$ cat config.mk
export PLATFORM = sky130hd
export DESIGN_NAME = uart_register_block_with_fifos
export DESIGN_NICKNAME = d
export VERILOG_FILES = /design/src/design/uart_rb_pkg.sv /design/src/design/uart_rb_fifo.sv /design/src/design/uart_register_block_with_fifos.sv
export SDC_FILE = /design/constraint.sdc
export NUM_CORES = 1
export LEC_CHECK = 0
export BUFFER_PORTS_ARGS = -buffer_cell sky130_fd_sc_hd__buf_2
export CAP_MARGIN = 40
export CORE_UTILIZATION = 60
export DETAILED_ROUTE_END_ITERATION = 10
export GPL_TIMING_DRIVEN = 0
export PLACE_DENSITY = 0.86
export SYNTH_ARGS = -nofsm -noshare
export SYNTH_HDL_FRONTEND = slang
export SYNTH_SLANG_ARGS = --single-unit
$ cat constraint.sdc
create_clock -name clk -period 4.4 [get_ports clk]
set_input_delay 0.22 -clock clk [delete_from_list [all_inputs] [get_ports clk]]
set_output_delay 0.22 -clock clk [all_outputs]
set_load 0.02 [all_outputs]
$ cat src/design/uart_rb_pkg.sv
// ----------------------------------------------------------------------------
// UART register block package
// Shared transaction types, command and register codes, FIFO level helpers.
// ----------------------------------------------------------------------------
`default_nettype none
package uart_rb_pkg;

  localparam int FifoDepthDef    = 32;
  localparam int TimeoutTicksDef = 32;

  typedef enum logic [2:0] {
    CMD_READ  = 3'd0,
    CMD_WRITE = 3'd1,
    CMD_RX    = 3'd2,
    CMD_TX    = 3'd3,
    CMD_CTS   = 3'd4,
    CMD_IDLE  = 3'd5,
    CMD_RSV6  = 3'd6,
    CMD_RSV7  = 3'd7
  } cmd_t;

  localparam logic [4:0] A_DATA  = 5'd0;
  localparam logic [4:0] A_FLAG  = 5'd6;
  localparam logic [4:0] A_IBRD  = 5'd9;
  localparam logic [4:0] A_FBRD  = 5'd10;
  localparam logic [4:0] A_LCRH  = 5'd11;
  localparam logic [4:0] A_CR    = 5'd12;
  localparam logic [4:0] A_IFLS  = 5'd13;
  localparam logic [4:0] A_IMSC  = 5'd14;
  localparam logic [4:0] A_RIS   = 5'd15;
  localparam logic [4:0] A_MIS   = 5'd16;
  localparam logic [4:0] A_ICR   = 5'd17;
  localparam logic [4:0] A_DMACR = 5'd18;

  localparam logic [10:0] STICKY_BITS = 11'h7C2;
  localparam logic [10:0] ST_OE  = 11'h400;
  localparam logic [10:0] ST_BE  = 11'h200;
  localparam logic [10:0] ST_PE  = 11'h100;
  localparam logic [10:0] ST_FE  = 11'h080;
  localparam logic [10:0] ST_RT  = 11'h040;
  localparam logic [10:0] ST_TX  = 11'h020;
  localparam logic [10:0] ST_RXL = 11'h010;
  localparam logic [10:0] ST_CTS = 11'h002;

  typedef struct packed {
    logic [2:0]  command;
    logic [4:0]  word_address;
    logic [15:0] write_data;
    logic [7:0]  rx_char;
    logic        rx_framing_error;
    logic        rx_parity_error;
    logic        rx_break;
    logic        cts_level;
  } in_item_t;

  typedef struct packed {
    logic [15:0] read_data;
    logic        irq;
    logic        tx_valid;
    logic [7:0]  tx_data;
    logic        tx_break;
    logic        rts_out;
  } out_item_t;

  // level code to eighths of the depth; codes 4 and above act as 7/8
  function automatic int unsigned eighths(input logic [2:0] code);
    case (code)
      3'd0:    eighths = 1;
      3'd1:    eighths = 2;
      3'd2:    eighths = 4;
      3'd3:    eighths = 6;
      default: eighths = 7;
    endcase
  endfunction

  function automatic logic [7:0] word_mask(input logic [1:0] wlen);
    case (wlen)
      2'd0:    word_mask = 8'h1F;
      2'd1:    word_mask = 8'h3F;
      2'd2:    word_mask = 8'h7F;
      default: word_mask = 8'hFF;
    endcase
  endfunction

endpackage
`default_nettype wire

$ cat src/design/uart_rb_fifo.sv
// ----------------------------------------------------------------------------
// UART register block FIFO
// Circular buffer in a synchronous memory; pointers and fill kept by owner.
// ----------------------------------------------------------------------------
`default_nettype none
module uart_rb_fifo #(
  parameter int Depth = 32,
  parameter int Width = 8
) (
  input  wire logic                     clk,
  input  wire logic                     wr_en,
  input  wire logic [$clog2(Depth)-1:0] wr_addr,
  input  wire logic [Width-1:0]         wr_data,
  input  wire logic [$clog2(Depth)-1:0] rd_addr,
  output logic      [Width-1:0]         rd_data
);

  logic [Width-1:0] mem [Depth];

  always_ff @(posedge clk) begin
    if (wr_en) begin
      mem[wr_addr] <= wr_data;
    end
    rd_data <= mem[rd_addr];
  end

endmodule
`default_nettype wire

$ cat src/design/uart_register_block_with_fifos.sv
// ----------------------------------------------------------------------------
// UART register block with FIFOs
// Bus registers, receive/transmit FIFOs, interrupt status.
// ----------------------------------------------------------------------------
// A transaction is accepted in ST_IDLE, where the FIFO memories are read at
// the head entries, and then ST_EXEC decodes and updates state. The result is
// registered at the end of ST_EXEC and shows on the out_ ports in the cycle
// after, with out_valid high for one cycle. busy is high during ST_EXEC, so a
// new start is not taken until the transaction has left ST_EXEC. Results
// cannot be held off by the receiver.
`default_nettype none
module uart_register_block_with_fifos #(
  parameter int FifoDepth    = uart_rb_pkg::FifoDepthDef,
  parameter int TimeoutTicks = uart_rb_pkg::TimeoutTicksDef
) (
  input  wire logic                   clk,
  input  wire logic                   rst_n,
  input  wire logic                   start,
  output logic                        busy,
  input  wire uart_rb_pkg::in_item_t  in_item,
  output logic                        out_valid,
  output uart_rb_pkg::out_item_t      out_item
);

  localparam int AW = $clog2(FifoDepth);
  localparam int CW = AW + 1;

  typedef enum logic [1:0] {
    ST_IDLE = 2'b01,
    ST_EXEC = 2'b10
  } state_t;

  state_t state_r, state_nxt;
  uart_rb_pkg::in_item_t item_r;

  logic [CW-1:0] tx_count_r, tx_count_nxt, rx_count_r, rx_count_nxt;
  logic [AW-1:0] tx_head_r, tx_head_nxt, rx_head_r, rx_head_nxt;
  logic [7:0]  lcr_r, lcr_nxt;
  logic [15:0] cr_r, cr_nxt;
  logic [21:0] div_pend_r, div_pend_nxt, div_act_r, div_act_nxt;
  logic [5:0]  ifls_r, ifls_nxt;
  logic [10:0] imsc_r, imsc_nxt, ris_r, ris_nxt;
  logic [2:0]  dma_r, dma_nxt;
  logic        cts_r, cts_nxt, ovr_r, ovr_nxt;
  logic [5:0]  idle_r, idle_nxt;
  logic        out_valid_nxt;
  uart_rb_pkg::out_item_t out_nxt;

  logic          tx_we, rx_we;
  logic [AW-1:0] tx_waddr, rx_waddr;
  logic [7:0]    tx_wdata, tx_rdata;
  logic [11:0]   rx_wdata, rx_rdata;

  uart_rb_fifo #(.Depth(FifoDepth), .Width(8)) u_tx_fifo (
    .clk(clk), .wr_en(tx_we), .wr_addr(tx_waddr), .wr_data(tx_wdata),
    .rd_addr(tx_head_r), .rd_data(tx_rdata)
  );
  uart_rb_fifo #(.Depth(FifoDepth), .Width(12)) u_rx_fifo (
    .clk(clk), .wr_en(rx_we), .wr_addr(rx_waddr), .wr_data(rx_wdata),
    .rd_addr(rx_head_r), .rd_data(rx_rdata)
  );

  assign busy = (state_r == ST_EXEC);

  function automatic logic [CW-1:0] thresh(input logic [2:0] code);
    logic [CW+3:0] p;
    p = (CW+4)'(FifoDepth) * (CW+4)'(uart_rb_pkg::eighths(code));
    thresh = CW'(p >> 3);
  endfunction

  function automatic logic [10:0] status(
    input logic [10:0] ris, input logic [7:0] lcr, input logic [5:0] ifls,
    input logic [CW-1:0] txc, input logic [CW-1:0] rxc);
    logic [10:0] s;
    logic        rxl, txl;
    s = ris & uart_rb_pkg::STICKY_BITS;
    if (lcr[4]) begin
      rxl = rxc >= thresh(ifls[5:3]);
      txl = txc <= thresh(ifls[2:0]);
    end else begin
      rxl = rxc != '0;
      txl = txc == '0;
    end
    if (rxl) s = s | uart_rb_pkg::ST_RXL;
    if (txl) s = s | uart_rb_pkg::ST_TX;
    status = s;
  endfunction

  always_comb begin
    logic [CW-1:0] cap;
    logic [15:0]   rd;
    logic [11:0]   e;
    logic [10:0]   fs;
    state_nxt = state_r;
    tx_count_nxt = tx_count_r; rx_count_nxt = rx_count_r;
    tx_head_nxt = tx_head_r;   rx_head_nxt = rx_head_r;
    lcr_nxt = lcr_r; cr_nxt = cr_r; div_pend_nxt = div_pend_r;
    div_act_nxt = div_act_r; ifls_nxt = ifls_r; imsc_nxt = imsc_r;
    ris_nxt = ris_r; dma_nxt = dma_r; cts_nxt = cts_r; ovr_nxt = ovr_r;
    idle_nxt = idle_r;
    out_valid_nxt = 1'b0;
    out_nxt = '0;
    tx_we = 1'b0; rx_we = 1'b0;
    tx_waddr = AW'(tx_head_r + AW'(tx_count_r));
    rx_waddr = AW'(rx_head_r + AW'(rx_count_r));
    tx_wdata = item_r.write_data[7:0];
    e = {4'h0, item_r.rx_char & uart_rb_pkg::word_mask(lcr_r[6:5])};
    if (ovr_r) e[11] = 1'b1;
    if (item_r.rx_break) e[10] = 1'b1;
    if (item_r.rx_parity_error) e[9] = 1'b1;
    if (item_r.rx_framing_error) e[8] = 1'b1;
    rx_wdata = e;
    cap = lcr_r[4] ? CW'(FifoDepth) : CW'(1);
    rd = '0;
    fs = status(ris_r, lcr_r, ifls_r, tx_count_r, rx_count_r);

    unique case (state_r)
      ST_IDLE: begin
        if (start) state_nxt = ST_EXEC;
      end
      ST_EXEC: begin
        state_nxt = ST_IDLE;
        out_valid_nxt = 1'b1;
        case (uart_rb_pkg::cmd_t'(item_r.command))
          uart_rb_pkg::CMD_READ: begin
            unique case (item_r.word_address)
              uart_rb_pkg::A_DATA: begin
                if (rx_count_r != '0) begin
                  rd = {4'h0, rx_rdata};
                  rx_head_nxt = AW'(rx_head_r + AW'(1));
                  rx_count_nxt = CW'(rx_count_r - CW'(1));
                  idle_nxt = '0;
                end
              end
              uart_rb_pkg::A_FLAG: begin
                rd[7] = tx_count_r == '0;
                rd[6] = rx_count_r >= cap;
                rd[5] = tx_count_r >= cap;
                rd[4] = rx_count_r == '0;
                rd[3] = tx_count_r != '0;
                rd[0] = cts_r;
              end
              uart_rb_pkg::A_IBRD:  rd = div_pend_r[21:6];
              uart_rb_pkg::A_FBRD:  rd = {10'h0, div_pend_r[5:0]};
              uart_rb_pkg::A_LCRH:  rd = {8'h0, lcr_r};
              uart_rb_pkg::A_CR:    rd = cr_r;
              uart_rb_pkg::A_IFLS:  rd = {10'h0, ifls_r};
              uart_rb_pkg::A_IMSC:  rd = {5'h0, imsc_r};
              uart_rb_pkg::A_RIS:   rd = {5'h0, fs};
              uart_rb_pkg::A_MIS:   rd = {5'h0, fs & imsc_r};
              uart_rb_pkg::A_DMACR: rd = {13'h0, dma_r};
              default: rd = '0;
            endcase
          end
          uart_rb_pkg::CMD_WRITE: begin
            unique case (item_r.word_address)
              uart_rb_pkg::A_DATA: begin
                if (tx_count_r < cap) begin
                  tx_we = 1'b1;
                  tx_count_nxt = CW'(tx_count_r + CW'(1));
                end
              end
              uart_rb_pkg::A_IBRD: div_pend_nxt = {item_r.write_data, div_pend_r[5:0]};
              uart_rb_pkg::A_FBRD:
                div_pend_nxt = {div_pend_r[21:6], item_r.write_data[5:0]};
              uart_rb_pkg::A_LCRH: begin
                if (lcr_r[4] != item_r.write_data[4]) begin
                  tx_count_nxt = '0; rx_count_nxt = '0;
                  tx_head_nxt = '0;  rx_head_nxt = '0;
                  ovr_nxt = 1'b0;    idle_nxt = '0;
                end
                lcr_nxt = item_r.write_data[7:0];
                div_act_nxt = div_pend_r;
              end
              uart_rb_pkg::A_CR:    cr_nxt = item_r.write_data;
              uart_rb_pkg::A_IFLS:  ifls_nxt = item_r.write_data[5:0];
              uart_rb_pkg::A_IMSC:  imsc_nxt = item_r.write_data[10:0];
              uart_rb_pkg::A_ICR:
                ris_nxt = ris_r & ~item_r.write_data[10:0] & uart_rb_pkg::STICKY_BITS;
              uart_rb_pkg::A_DMACR: dma_nxt = item_r.write_data[2:0];
              default: ;
            endcase
          end
          uart_rb_pkg::CMD_RX: begin
            idle_nxt = '0;
            if (rx_count_r >= cap) begin
              ovr_nxt = 1'b1;
              ris_nxt = ris_r | uart_rb_pkg::ST_OE;
            end else begin
              if (item_r.rx_break) ris_nxt = ris_nxt | uart_rb_pkg::ST_BE;
              if (item_r.rx_parity_error) ris_nxt = ris_nxt | uart_rb_pkg::ST_PE;
              if (item_r.rx_framing_error) ris_nxt = ris_nxt | uart_rb_pkg::ST_FE;
              ovr_nxt = 1'b0;
              rx_we = 1'b1;
              rx_count_nxt = CW'(rx_count_r + CW'(1));
            end
          end
          uart_rb_pkg::CMD_TX: begin
            if (tx_count_r != '0) begin
              out_nxt.tx_valid = 1'b1;
              out_nxt.tx_data = tx_rdata & uart_rb_pkg::word_mask(lcr_r[6:5]);
              tx_head_nxt = AW'(tx_head_r + AW'(1));
              tx_count_nxt = CW'(tx_count_r - CW'(1));
            end
          end
          uart_rb_pkg::CMD_CTS: begin
            if (item_r.cts_level != cts_r) begin
              cts_nxt = item_r.cts_level;
              ris_nxt = ris_r | uart_rb_pkg::ST_CTS;
            end
          end
          uart_rb_pkg::CMD_IDLE: begin
            if (rx_count_r == '0) begin
              idle_nxt = '0;
            end else if (idle_r < 6'(TimeoutTicks)) begin
              idle_nxt = 6'(idle_r + 6'd1);
              if (idle_nxt == 6'(TimeoutTicks)) ris_nxt = ris_r | uart_rb_pkg::ST_RT;
            end
          end
          default: ;
        endcase
        out_nxt.read_data = rd;
        out_nxt.irq = |(status(ris_nxt, lcr_nxt, ifls_nxt, tx_count_nxt, rx_count_nxt)
                        & imsc_nxt);
        out_nxt.tx_break = lcr_nxt[0];
        out_nxt.rts_out = cr_nxt[11];
      end
      default: state_nxt = ST_IDLE;
    endcase
  end

  always_ff @(posedge clk) begin
    if (!rst_n) begin
      state_r <= ST_IDLE;
      tx_count_r <= '0; rx_count_r <= '0; tx_head_r <= '0; rx_head_r <= '0;
      lcr_r <= '0; cr_r <= '0; div_pend_r <= '0; div_act_r <= '0;
      ifls_r <= '0; imsc_r <= '0; ris_r <= '0; dma_r <= '0;
      cts_r <= 1'b0; ovr_r <= 1'b0; idle_r <= '0;
      out_valid <= 1'b0;
    end else begin
      state_r <= state_nxt;
      tx_count_r <= tx_count_nxt; rx_count_r <= rx_count_nxt;
      tx_head_r <= tx_head_nxt;   rx_head_r <= rx_head_nxt;
      lcr_r <= lcr_nxt; cr_r <= cr_nxt; div_pend_r <= div_pend_nxt;
      div_act_r <= div_act_nxt; ifls_r <= ifls_nxt; imsc_r <= imsc_nxt;
      ris_r <= ris_nxt; dma_r <= dma_nxt; cts_r <= cts_nxt; ovr_r <= ovr_nxt;
      idle_r <= idle_nxt;
      out_valid <= out_valid_nxt;
    end
  end

  always_ff @(posedge clk) begin
    if (start && !busy) item_r <= in_item;
    out_item <= out_nxt;
  end

endmodule
`default_nettype wire

==> results.yml, run 1 <==
place:
  pre_cts_ws_ps: 95.07
  io_buffers: 68
  dpl.hpwl_mm: 59.37
  gp_congestion: 0.9542
  dpl.cell_count: 2911
die:
  pin_count: 69
  core_area_mm2: 0.05520
  fp.dieW_um: 238.4
  start_util_pct: 60.74
  design.die.area_mm2: 0.05683
  num_rows: 86
  chipHeight_um: 238.4
synthesis:
  ys_top_cells_by_count: "676 x edfxtp_1, 200 x mux4_2, 182 x nand2_1"
  synthFlopType: "edfxtp_1"
  syn_inst: 2025
  yosysWarningCount: 0
  synth_edf_count: 676
  synth_fp_nets: 2097
  postSynthAreaPerCell_um2: 16.56
  yosysSeqAreaShare_pct: 69.68
  ys_ff_latch: 829
  synth_top_area_share_pct: 60.55
  synth.largest_area_cell: "edfxtp_1"
  syn_area_mm2: 0.03353
  async_flop_share_pct: 0
  yosysMostFrequentCell: "edfxtp_1"
  synth_area_leaders: "edfxtp_1 61%, mux4_2 13%, dfxtp_1 9.1%, nand2_1 2.0%, nor2_1 1.7%"
  synth_cell_type_count: 88
critical_path:
  worstPathRequired_ps: 4670
  crit_type: "reg -> reg"
  cp-end-kind: "flop"
  critPathMaxFanout: 10
  arrival_ps: 4690
  start_kind: "flop"
detailed_routing:
  dr.pass1.iters: 9
  avgViaCountPerCell: 6.773
  drtIter0Drc: 3144
  vias: 21020
  drc: 0
  ant_nets: 0
  wl_per_cell_um: 30.56
  routed_wl_mm: 94.85
timing:
  hold-worst-slack_ps: 281.5
  post-route-worst-setup-slack_ps: -16.86
  slew-limit-headroom_pct: 35.27
  fmax_mhz: 226.4
  final-hold-violation-count: 0
  fin_crit_sh_pct: 100.4
  maxSlewViolCount: 0
  setup_viol: 8
  worst_slew_pin_slew_ps: 971.0
  fin_skew_ps: 28.80
  min_period_ps: 4417
  grt_setup_unrepaired: "true"
hold_path:
  worstHoldPathType: "in -> reg"
grt:
  grt_max_degree: 32
  grt_pass1_vias: 20660
  antenna_found_initial: 3
  grt_pass1_wl_mm: 137.2
  track_usage_pct: 33.70
  overflow: 0
status:
  violations: "negative setup slack"
  status: "complete, but fails checks"
cts:
  cts-htree-levels: 3
  cts_tree: "yes"
  cts_root_buffer: "clkbuf_16"
  cts_buffers: 82
  clkTransAtPathRegs_ps: 60
  clkSinkCount: 829
  cts_setup_buffers: 0
  cts_buffer_depth: 3
  clkLatencyLatePin_ps: 650
power_and_ir_drop:
  power_frac_comb_pct: 2.3
  swShare_pct: 21.24
  p_leak_nw: 12.43
  peakVddDrop_mv: 0.4181
  powerDensity_mw_per_mm2: 411.3
  seqPwrFrac_pct: 53.5
  pwr-share-clk_pct: 44.2
  cell_internal_pwr_w: 0.01255
  p_switching_w: 0.003385
  power_w: 0.01594
final_layout:
  synthToLayoutAreaGrowth_pct: 15.58
  fill_cells: 3309
  instances_no_fill: 3104
  seqCellArea_mm2: 0.02336
  fin_nets: 2359
  drive_above_1_share_pct: 21.86
  multi_input_area_mm2: 0.009627
  antenna_cells: 0
job:
  drv_cap: 0
==> registers in the layout (all words and copies together), names as in the netlist, 6 cells and up <==
register / count
rx_count_r: 6
ifls_r: 6
ris_r: 6
u_rx_fifo.mem: 384
cr_r: 16
tx_count_r: 6
idle_r: 6
lcr_r: 8
out_item: 28
item_r: 36
u_tx_fifo.mem: 256
u_tx_fifo.rd_data: 8
u_rx_fifo.rd_data: 12
imsc_r: 11
div_pend_r: 22
==> worst max-delay path: stages (launching register included) <==
cell	delay, ps
edfxtp_1	380
clkbuf_1	250
or3b_1	520
nor2_1	210
clkbuf_1	580
clkbuf_1	550
nand4b_1	660
nor2_1	890
==> stage by stage <==
step / instance area [um2] / util (%) / setup TNS, ps
finish: 38750 / 70.20 / -104.3
global route: 38750 / 70.20 / -2179
CTS: 38730 / 70.16 / 0
detailed placement: 35670 / 64.61 / 0
global placement: 34800 / 63.05 / 0
floorplan: 33530 / - / 0
==> power by group through the flow <==
| stage | clock (W) | sequential (W) | combinational, W |
|---|---|---|---|
| floorplan | 0 | 0.00870 | 0.000135 |
| global placement | 0 | 0.00875 | 0.000219 |
| detailed placement | 0 | 0.00870 | 0.000323 |
| CTS | 0.00705 | 0.00853 | 0.000355 |
| global route | 0.00734 | 0.00853 | 0.000383 |
| finish | 0.00704 | 0.00853 | 0.000367 |
==> final timing paths <==
check                        from              endpoint  slack (ps)  depth (start not counted)
max reg2reg            item_r[34]  u_tx_fifo.mem[22][2]         -20                          7
min                    in_item[4]             item_r[4]         280                          2
min reg2reg  u_tx_fifo.rd_data[1]           out_item[3]         450                          1
max                    item_r[34]  u_tx_fifo.mem[22][2]         -20                          7
==> logic make-up (layout without fill, tap and decap cells) <==
logic type | Yosys count | after routing | share of synthesized area, %
AO/OA/AOI/OAI | 271 | 271 | 5.445
XOR/XNOR | 24 | 24 | 0.6270
adder cells (fa/ha/maj) | 33 | 33 | 1.276
buffers and inverters | 140 | 471 | 1.623
flip-flops | 829 | 829 | 69.68
multiplexers | 233 | 233 | 14.51
AND/OR/NAND/NOR | 495 | 495 | 6.833
==> cell usage in the layout (no fill, tap or decap), types with 38 or more instances in the layout <==
master           n
edfxtp_1       676
dfxtp_1        153
dlygate4sd3_1   38
mux4_2         200
clkbuf_16       84
nor2_1         153
nand2_1        182
buf_2           79
nand3_1         40
a21oi_1        109
clkbuf_1       114
==> metal layers <==
metal	up-vias	global-route usage (%)	part of all wire, %
met1	10520	44.38	35
met3	299	6.640	11
li1	8562	-	-
met4	4	13.09	4.4
met5	-	0	0.024
met2	1642	55.80	49
==> area by class of cell <==
cell class / instances / share of cell area (%)
plain buffers: 118 / 1.191
clock buffers: 112 / 5.851
clock inverters: 41 / 1.072
inverters: 22 / 0.2131
multi-input cells: 1056 / 24.84
flip-flops and latches: 829 / 60.29
well taps: 748 / 2.415
repair buffers: 178 / 4.126
==> timing repair <==
item,CTS,global route
resized for setup,0,3
hold buffers,38,0
endpoints found under the setup margin,0,48
endpoints found under the hold margin,40,0
(Power assumes the default switching activity.)
==> inputs of run 2 (changes only) <==
--- a/config.mk
+++ b/config.mk
@@ -7,10 +7,10 @@
 export LEC_CHECK = 0
 export BUFFER_PORTS_ARGS = -buffer_cell sky130_fd_sc_hd__buf_2
 export CAP_MARGIN = 40
-export CORE_UTILIZATION = 60
+export CORE_UTILIZATION = 50
 export DETAILED_ROUTE_END_ITERATION = 10
 export GPL_TIMING_DRIVEN = 0
-export PLACE_DENSITY = 0.86
+export PLACE_DENSITY = 0.75
 export SYNTH_ARGS = -nofsm -noshare
 export SYNTH_HDL_FRONTEND = slang
 export SYNTH_SLANG_ARGS = --single-unit
==> run 2 against run 1 <==
Sequential share of layout area is 0.61 points lower. Via count is 4.5% lower. Clock-buffer cell count fell by 4. Core utilization is 11 points lower. Global-route usage decreased by 8.2 points. First-iteration DRC count is 19% lower. Largest power group unchanged. The run ends with design-rule violations left. Critical path type unchanged. Critical path depth stayed put.
==> results.yml, run 2 (synthesis results as in run 1) <==
status:
  status: "complete, but fails checks"
  violations: "design-rule violations"
final_layout:
  drive_above_1_share_pct: 22.32
  fill_cells: 4782
  fin_nets: 2359
  final_cell_mix: "676 x edfxtp_1, 200 x mux4_2, 182 x nand2_1, 153 x dfxtp_1, 144 x nor2_1"
  top_regs: "u_rx_fifo.mem: 384 flops, u_tx_fifo.mem: 256 flops, item_r: 36 flops"
  largest_reg_flops: 384
  regMostFlops: "u_rx_fifo.mem"
  antenna_cells: 0
  final_common_cell: "edfxtp_1"
  synthToLayoutAreaGrowth_pct: 16.77
cts:
  cts-htree-levels: 3
  clkTransAtPathRegs_ps: 60
  cts_buffer_depth: 3
  cts_root_buffer: "clkbuf_16"
  cts_buffers: 83
  clkLatencyLatePin_ps: 650
  clkSinkCount: 829
  cts_tree: "yes"
timing:
  fmax_mhz: 228.5
  slew-limit-headroom_pct: 28.90
  fin_crit_sh_pct: 99.48
  final-hold-violation-count: 0
  min_period_ps: 4377
  grt_setup_unrepaired: "true"
  setup_viol: 0
  worst_slew_pin_slew_ps: 1064
  fin_skew_ps: 47.80
  fin_tns_setup_ps: 0
  maxSlewViolCount: 0
hold_path:
  min_from: "in_item[2]"
  hold_path_end: "item_r[2]"
  worstHoldPathType: "in -> reg"
  whs_path_depth: 2
die:
  chipHeight_um: 261.0
  core_area_mm2: 0.06610
  num_rows: 94
  pin_count: 69
  design.die.area_mm2: 0.06809
  start_util_pct: 50.72
  fp.dieW_um: 261.0
detailed_routing:
  routed_wl_mm: 85.90
  drc: 4
  dr.pass1.iters: 11
  ant_nets: 0
  vias: 20070
  avgViaCountPerCell: 6.232
  wl_per_cell_um: 26.67
  drtIter0Drc: 2546
critical_path:
  critPathMaxFanout: 10
  r2r_end: "u_tx_fifo.mem[16][2]"
  path_cells: "clkbuf_1 -> nor4_1 -> nand2_1 -> or2_2 -> or4b_2 -> clkbuf_1 -> nor2_1"
  crit_type: "reg -> reg"
  worstPathRequired_ps: 4670
  r2r_setup_slack_ps: 20
  cpMostUsedCell: "clkbuf_1"
  crit_path_top_delay_cell: "nor4_1"
  slowest_delay_ps: 790
  cp-end-kind: "flop"
  arrival_ps: 4640
  start_kind: "flop"
  worst_r2r_path_depth: 7
  timing.rr.start: "item_r[29]"
grt:
  busiest_layer: "met2"
  grt_max_degree: 29
  grt_pass1_wl_mm: 127.8
  grtUsageMet1_pct: 34.73
  met2_usage_pct: 42.34
  track_usage_pct: 25.53
  grt_pass1_vias: 20070
  gr-usage-met3_pct: 4.539
  antenna_found_initial: 1
  overflow: 0
power_and_ir_drop:
  p_switching_w: 0.003286
  swShare_pct: 20.28
  p_leak_nw: 12.52
  pwr-share-clk_pct: 45.1
  peakVddDrop_mv: 0.2972
  powerDensity_mw_per_mm2: 413.8
  power_w: 0.01620
  seqPwrFrac_pct: 52.7
  cell_internal_pwr_w: 0.01292
  power_frac_comb_pct: 2.2
place:
  gp_congestion: 0.9549
  dpl.hpwl_mm: 59.09
  io_buffers: 68
job:
  drv_cap: 0
## run 2: cell types whose count changed in the layout (fill, tap and decap cells not counted), sizes merged, moves of 2 or more
cell,change
clkdlybuf4s15,+2
buf,-2
bufinv,+5
clkbuf,-5
## run 2: per-layer routing
layer,routed length (um),part of all wire (%)
met2,42670,50
met3,7126,8.3
met1,33770,39
met4,2336,2.7
met5,0,0
## run 2: worst max path at each step
stage                     from                   end  slack (ps)
global route        item_r[29]  u_tx_fifo.mem[16][2]          -5
detailed placement  item_r[35]   u_tx_fifo.mem[2][1]        -150
CTS                 item_r[35]   u_tx_fifo.mem[0][2]         170
floorplan             lcr_r[4]   u_rx_fifo.mem[0][0]        1270
global placement    state_r[0]            item_r[27]        -170
finish              item_r[29]  u_tx_fifo.mem[16][2]          20
## run 2: critical path: cells and delay by family (launching register included)
| kind | cells | cell delay, ps |
|---|---|---|
| AND/OR/NAND/NOR | 5 | 2970 |
| flip-flops | 1 | 420 |
| buffers and inverters | 2 | 610 |
## run 2: repair_timing
item | in CTS | in global routing
gates resized for setup | 8 | 5
pin swaps | 1 | 0
endpoints found under the setup margin | 64 | 17
hold buffers | 38 | 0
hold endpoints to repair | 40 | 0
setup buffers | 1 | 0
## run 2: layout make-up
class / instances / area, um2 / area share [%]
Tap cell: 864 / 1081 / 2.761
Timing Repair Buffer: 177 / 1654 / 4.225
Buffer: 118 / 462.9 / 1.182
Inverter: 22 / 82.58 / 0.2109
Multi-Input combinational cell: 1056 / 9649 / 24.65
Sequential cell: 829 / 23360 / 59.67
Clock inverter: 47 / 554.3 / 1.416
Clock buffer: 108 / 2303 / 5.884
## run 2: metrics by stage
stage                     hold WS [ps]  instances  setup WS, ps  utilization [%]  area [um2]
after floorplan                  318.9       2025          1268                -       33530
after global placement           396.3       2957        -174.3            52.87       34950
after detailed placement         398.5       3027        -147.7            54.28       35880
after CTS                        249.0       3221         174.9            59.22       39140
after global routing             273.9       3221        -5.298            59.23       39150
final                            275.0       3221         22.76            59.23       39150
## run 2: power by group through the flow
stage | clock [W] | sequential, W | combinational [W]
2_1_floorplan | 0 | 0.00870 | 0.000135
3_3_place_gp | 0 | 0.00875 | 0.000223
3_5_place_dp | 0 | 0.00871 | 0.000324
4_1_cts | 0.00737 | 0.00854 | 0.000352
5_1_grt | 0.00768 | 0.00854 | 0.000380
6_report | 0.00730 | 0.00854 | 0.000360
